**src/design/erot_pkg.sv**
```systemverilog
// ----------------------------------------------------------------------------
// erot_pkg - shared types and constants
// Angle encodings, CORDIC arctangent table and fixed-point helpers.
// ----------------------------------------------------------------------------
package erot_pkg;

  localparam int ATAN_STEPS  = 24;
  localparam int DEG_TURN    = 23040;
  localparam int DEG_HALF    = 11520;
  localparam int DEG_QUARTER = 5760;
  localparam logic signed [33:0] CORDIC_GAIN = 34'sd652032874;
  localparam logic signed [17:0] Q14_ONE = 18'sd16384;

  typedef logic signed [15:0] q14_t;
  typedef logic signed [33:0] cw_t;

  typedef struct packed {
    logic signed [15:0] pitch_deg;
    logic signed [15:0] yaw_deg;
    logic signed [15:0] roll_deg;
    logic signed [31:0] vec_x;
    logic signed [31:0] vec_y;
    logic signed [31:0] vec_z;
  } in_item_t;

  typedef struct packed {
    q14_t m00; q14_t m01; q14_t m02;
    q14_t m10; q14_t m11; q14_t m12;
    q14_t m20; q14_t m21; q14_t m22;
    logic signed [31:0] rot_x;
    logic signed [31:0] rot_y;
    logic signed [31:0] rot_z;
  } out_item_t;

  // One lane's view of the CORDIC state.
  typedef struct packed {
    cw_t                x;
    cw_t                y;
    logic signed [31:0] z;
    logic               neg_cos;
  } lane_t;

  function automatic logic signed [31:0] atan_q22(input int i);
    case (i)
      0: return 32'sd188743680;  1: return 32'sd111421900;
      2: return 32'sd58872272;   3: return 32'sd29884485;
      4: return 32'sd15000234;   5: return 32'sd7507429;
      6: return 32'sd3754631;    7: return 32'sd1877430;
      8: return 32'sd938729;     9: return 32'sd469366;
      10: return 32'sd234683;    11: return 32'sd117342;
      12: return 32'sd58671;     13: return 32'sd29335;
      14: return 32'sd14668;     15: return 32'sd7334;
      16: return 32'sd3667;      17: return 32'sd1833;
      18: return 32'sd917;       19: return 32'sd458;
      20: return 32'sd229;       21: return 32'sd115;
      22: return 32'sd57;        23: return 32'sd29;
      default: return 32'sd0;
    endcase
  endfunction

  function automatic q14_t clamp14(input logic signed [47:0] v);
    if (v > 48'sd16384) return 16'sd16384;
    if (v < -48'sd16384) return -16'sd16384;
    return v[15:0];
  endfunction

  // Q1.14 product with rounding, clamped.
  function automatic q14_t mul14(input q14_t a, input q14_t b);
    logic signed [31:0] p;
    p = a * b + 32'sd8192;
    return clamp14(48'(p >>> 14));
  endfunction

endpackage

```
**src/design/erot_lane.sv**
```systemverilog
// ----------------------------------------------------------------------------
// erot_lane - pipelined CORDIC sine/cosine lane
// Reduces a Q10.6 degree angle and runs one CORDIC step per stage.
// ----------------------------------------------------------------------------
module erot_lane #(
  parameter int NSTEP = 16
) (
  input  logic                clk,
  input  logic                en,
  input  logic signed [15:0]  angle,
  output erot_pkg::q14_t      sin_o,
  output erot_pkg::q14_t      cos_o
);
  import erot_pkg::*;

  lane_t st_r [NSTEP+1];
  logic signed [17:0] r;
  logic signed [17:0] rr;
  logic               ng;

  // Stage 0: wrap to (-180,180] and fold into [-90,90].
  always_comb begin
    r  = 18'(angle);
    if (r < 0) r = r + 18'(DEG_TURN);
    if (r > 18'(DEG_HALF)) r = r - 18'(DEG_TURN);
    rr = r;
    ng = 1'b0;
    if (r > 18'(DEG_QUARTER)) begin
      rr = 18'(DEG_HALF) - r;
      ng = 1'b1;
    end else if (r < -18'sd5760) begin
      rr = -18'(DEG_HALF) - r;
      ng = 1'b1;
    end
  end

  always_ff @(posedge clk) begin
    if (en) begin
      st_r[0].x       <= CORDIC_GAIN;
      st_r[0].y       <= '0;
      st_r[0].z       <= 32'(rr) <<< 16;
      st_r[0].neg_cos <= ng;
    end
  end

  for (genvar i = 0; i < NSTEP; i++) begin : g_step
    always_ff @(posedge clk) begin
      if (en) begin
        st_r[i+1].neg_cos <= st_r[i].neg_cos;
        if (!st_r[i].z[31]) begin
          st_r[i+1].x <= st_r[i].x - (st_r[i].y >>> i);
          st_r[i+1].y <= st_r[i].y + (st_r[i].x >>> i);
          st_r[i+1].z <= st_r[i].z - atan_q22(i);
        end else begin
          st_r[i+1].x <= st_r[i].x + (st_r[i].y >>> i);
          st_r[i+1].y <= st_r[i].y - (st_r[i].x >>> i);
          st_r[i+1].z <= st_r[i].z + atan_q22(i);
        end
      end
    end
  end

  logic signed [33:0] xs;
  logic signed [33:0] ys;
  q14_t               xc;
  assign xs = (st_r[NSTEP].x + 34'sd32768) >>> 16;
  assign ys = (st_r[NSTEP].y + 34'sd32768) >>> 16;
  assign xc = clamp14(48'(xs));
  assign sin_o = clamp14(48'(ys));
  assign cos_o = st_r[NSTEP].neg_cos ? -xc : xc;

endmodule

```
**config.mk**
```make
export PLATFORM = sky130hd
export DESIGN_NAME = erot_lane
export DESIGN_NICKNAME = d
export VERILOG_FILES = /design/src/design/erot_pkg.sv /design/src/design/erot_lane.sv
export SDC_FILE = /design/constraint.sdc
export NUM_CORES = 2
export LEC_CHECK = 0
export BUFFER_PORTS_ARGS = -buffer_cell sky130_fd_sc_hd__buf_2
export CAP_MARGIN = 40
export CELL_PAD_IN_SITES_DETAIL_PLACEMENT = 0
export CELL_PAD_IN_SITES_GLOBAL_PLACEMENT = 1
export CORE_ASPECT_RATIO = 1.4
export CORE_MARGIN = 2
export CORE_UTILIZATION = 46
export DETAILED_ROUTE_END_ITERATION = 7
export GPL_TIMING_DRIVEN = 0
export PLACE_DENSITY_LB_ADDON = 0.3
export SETUP_SLACK_MARGIN = 0.15
export SYNTH_ARGS = -nofsm -noshare
export SYNTH_HDL_FRONTEND = slang
export SYNTH_SLANG_ARGS = --single-unit
```
**constraint.sdc**
```tcl
create_clock -name clk -period 9.95 [get_ports clk]
set_input_delay 1.99 -clock clk [delete_from_list [all_inputs] [get_ports clk]]
set_output_delay 1.99 -clock clk [all_outputs]
set_load 0.01 [all_outputs]
```
==> out/results.txt <==
result of the run - finished clean
detail-routed net length per standard cell - 21.4 µm
depth of the worst register-to-register path - 17
Hold Startpoint - st_r[8][0]$_DFFE_PP_
post-synthesis cell area - 119000 µm²
die area - 264000 µm²
worst hold path type - reg2reg
most instantiated cells after synthesis - 1399 x sky130_fd_sc_hd__edfxtp_1, 1359 x sky130_fd_sc_hd__ha_1, 1251 x sky130_fd_sc_hd__a21oi_1
first-iteration detailed-routing DRC count - 4784
final number of max-transition violations - 0
predominant post-synthesis flop cell - sky130_fd_sc_hd__edfxtp_1
worst setup slack after layout - 560 ps
total DRC errors in the routed layout - 0
signal arrival time at the worst endpoint - 9990 ps
Final Hold Violating Endpoints - 0
half-perimeter wire length of the detailed placement result - 287000 µm
Post-CTS Setup Bufs - 0
count of antenna-violating nets left after detailed routing - 0
met1 track demand over resource in global routing - 22.2%
top cell type's share of synthesized area - 35.2%
fraction of final layout cells with drive strength greater than 1 - 4.29%
Initial Util - 46.2%
Routed Wire Length - 348000 µm
Biggest register - st_r
Reg2Reg Launch Point - st_r[4][32]$_DFFE_PP_
met3 usage in global routing - 2.84%
RR Endpoint - st_r[5][65]$_DFFE_PP_
first-pass GRT wire length - 528000 µm
first drt pass iteration count - 6
top cells by area, synth - sky130_fd_sc_hd__edfxtp_1 35%, sky130_fd_sc_hd__ha_1 14%, sky130_fd_sc_hd__xnor2_1 9.0%
initial antenna violation count - 4
Gate Count Post-Synth - 12.4k
global routing usage on met2 - 50.4%
global route hottest layer - met2
via count of the routed design - 94.1k
via count of the first global-routing pass - 95.1k
number of I/O port buffers - 47
area overhead of the layout relative to synthesis - 9.22%
remaining global-route overflow - 0
maximum clock frequency - 106 MHz
CP Max Fanout - 37
Unique masters post-synth - 82
number of clock sinks - 1399
Largest register FFs - 1399
Chip Width - 435 µm
WHS Endpoint - st_r[9][0]$_DFFE_PP_
clock latency reported for the late side of the worst-skew pair - 850 ps
async set-or-reset flop fraction in the synthesized netlist - 0%
synthesized area divided by synthesized cell count - 9.62 µm²
# H-tree levels - 4
total of cells resized after clock tree synthesis - 0
Setup WS pre-CTS - -255 ps
slack of the worst reg-to-reg path - 3290 ps
Final Critical Period - 9390 ps
unrepaired setup endpoints after global routing - false
hold depth - 0
maximum number of pins on one net before global-route repair - 70
Yosys reg bits - 1399
required time worst endpoint - 10550 ps
cell taking the most area after synthesis - sky130_fd_sc_hd__edfxtp_1
clock-pin slew of the registers on the worst-case setup and hold paths - 60 ps
height of the die - 607 µm
number of nets in the layout - 14.1k
Yosys Warn Count - 0
Critical Path Start Type - input pin
final cycle utilization of the critical path - 94.4%
measured slew at the worst slew-check pin - 981 ps
most numerous cell in the Yosys netlist - sky130_fd_sc_hd__edfxtp_1
overall global routing resource usage - 25.9%
type of the worst setup path - in2reg
clock tree from TritonCTS - yes
clock root buffer master - sky130_fd_sc_hd__clkbuf_16
Post-Route Skew - 52.8 ps
final estimated routing congestion in global placement - 1.05
ports placed on the boundary - 50
type of element capturing the critical path - register
Max Cap Violations - 0
number of filler cells placed in the layout - 23.7k
Placement Rows - 221
via/cell ratio - 5.79
number of nets produced by synthesis - 13.8k
Setup Viol. Count Final - 0
core area - 259000 µm²
post-synthesis sequential area ratio - 35.2%
slew margin rel. - 34.1%
Inserted Clock Buffers - 163
largest registers - st_r: 1399 flops
maximum count of clock buffers along a single path - 4
number of flops mapped to enable cells by yosys - 1399
count of hold-fix buffers inserted at cts - 0
[kinds of logic (layout without fill, tap and decap cells)]
family,Yosys count,count (layout),share of synthesized area (%)
compound gates,3804,3804,20.3
xor+xnor,1861,1861,13.7
fa+ha+maj,1404,1404,15.0
buf+inv,704,1101,2.22
flops,1399,1399,35.2
mux,111,111,0.966
other cells,0,2,0
simple gates,3122,3122,12.7
[layout make-up]
class                           instances  area (µm²)  area share [%]
Tap cell                             3456        4320            3.32
Inverter                              506        1900            1.46
Antenna cell                            2        5.00         0.00384
Multi-Input combinational cell      10300       74700            57.3
Clock inverter                         97        1100           0.844
Buffer                                198         827           0.634
Clock buffer                          190        4240            3.25
Timing Repair Buffer                  110        1250           0.958
Sequential cell                      1399       42000            32.2
[routing by layer]
layer	share of wire [%]	vias up
met5	0	-
li1	-	46700
met3	2.9	1240
met2	54	2122
met4	11	0
met1	32	44000
[cell usage in the layout, fill, tap and decap left out, types with 150 or more instances in the layout]
master	synthesis	final
sky130_fd_sc_hd__xor2_1	639	639
sky130_fd_sc_hd__o31ai_1	150	150
sky130_fd_sc_hd__ha_1	1359	1359
sky130_fd_sc_hd__edfxtp_1	1399	1399
sky130_fd_sc_hd__nand3_1	205	205
sky130_fd_sc_hd__inv_1	498	498
sky130_fd_sc_hd__nand2_1	690	690
sky130_fd_sc_hd__nor2b_1	160	160
sky130_fd_sc_hd__nor2_1	927	927
sky130_fd_sc_hd__clkbuf_16	0	166
sky130_fd_sc_hd__o21ai_0	670	670
sky130_fd_sc_hd__o21bai_1	159	159
sky130_fd_sc_hd__nor3_1	287	287
sky130_fd_sc_hd__nand2b_1	212	212
sky130_fd_sc_hd__xnor2_1	1222	1222
sky130_fd_sc_hd__a21o_1	618	618
sky130_fd_sc_hd__o21a_1	216	216
sky130_fd_sc_hd__clkbuf_1	168	160
sky130_fd_sc_hd__a21oi_1	1251	1251
[metrics by stage]
step	hold slack, ps	cell area (µm²)	instances	TNS [ps]	utilization [%]
2_1_floorplan	400	119000	12400	0	-
3_3_place_gp	401	124000	15900	-2303960	47.9
3_5_place_dp	406	125000	16000	-882	48.4
4_1_cts	417	130000	16300	0	50.4
5_1_grt	432	130000	16300	0	50.4
6_report	419	130000	16300	0	50.4
[how the worst max path moves through the flow]
stage / from / to / slack, ps / cells past startpoint
global route: en / st_r[7][52]$_DFFE_PP_ / 320 / 21
detailed placement: en / st_r[7][52]$_DFFE_PP_ / -260 / 21
CTS: en / st_r[7][65]$_DFFE_PP_ / 640 / 22
global placement: en / st_r[7][65]$_DFFE_PP_ / -4260 / 20
finish: en / st_r[7][52]$_DFFE_PP_ / 560 / 21
floorplan: en / st_r[6][99]$_DFFE_PP_ / 3220 / 20
[critical path, cell delays in order]
cell and delay (ps):
sky130_fd_sc_hd__buf_4 200, sky130_fd_sc_hd__buf_16 250, sky130_fd_sc_hd__clkbuf_2 530, sky130_fd_sc_hd__clkbuf_2 770
sky130_fd_sc_hd__nand2_1 650, sky130_fd_sc_hd__inv_1 260, sky130_fd_sc_hd__clkbuf_1 670, sky130_fd_sc_hd__clkbuf_2 730
sky130_fd_sc_hd__mux2i_1 620, sky130_fd_sc_hd__ha_1 350, sky130_fd_sc_hd__nor2b_1 130, sky130_fd_sc_hd__o21a_1 170
sky130_fd_sc_hd__o21ai_0 230, sky130_fd_sc_hd__a21oi_1 140, sky130_fd_sc_hd__or4_1 630, sky130_fd_sc_hd__a31oi_1 300
sky130_fd_sc_hd__o21bai_1 120, sky130_fd_sc_hd__a2111oi_0 680, sky130_fd_sc_hd__o31ai_1 160, sky130_fd_sc_hd__a21oi_1 200
sky130_fd_sc_hd__xnor2_1 70
Power is left out: the tool's default activity adds up to more than one toggle a clock period on the data nets, which glitch-free logic cannot reach.
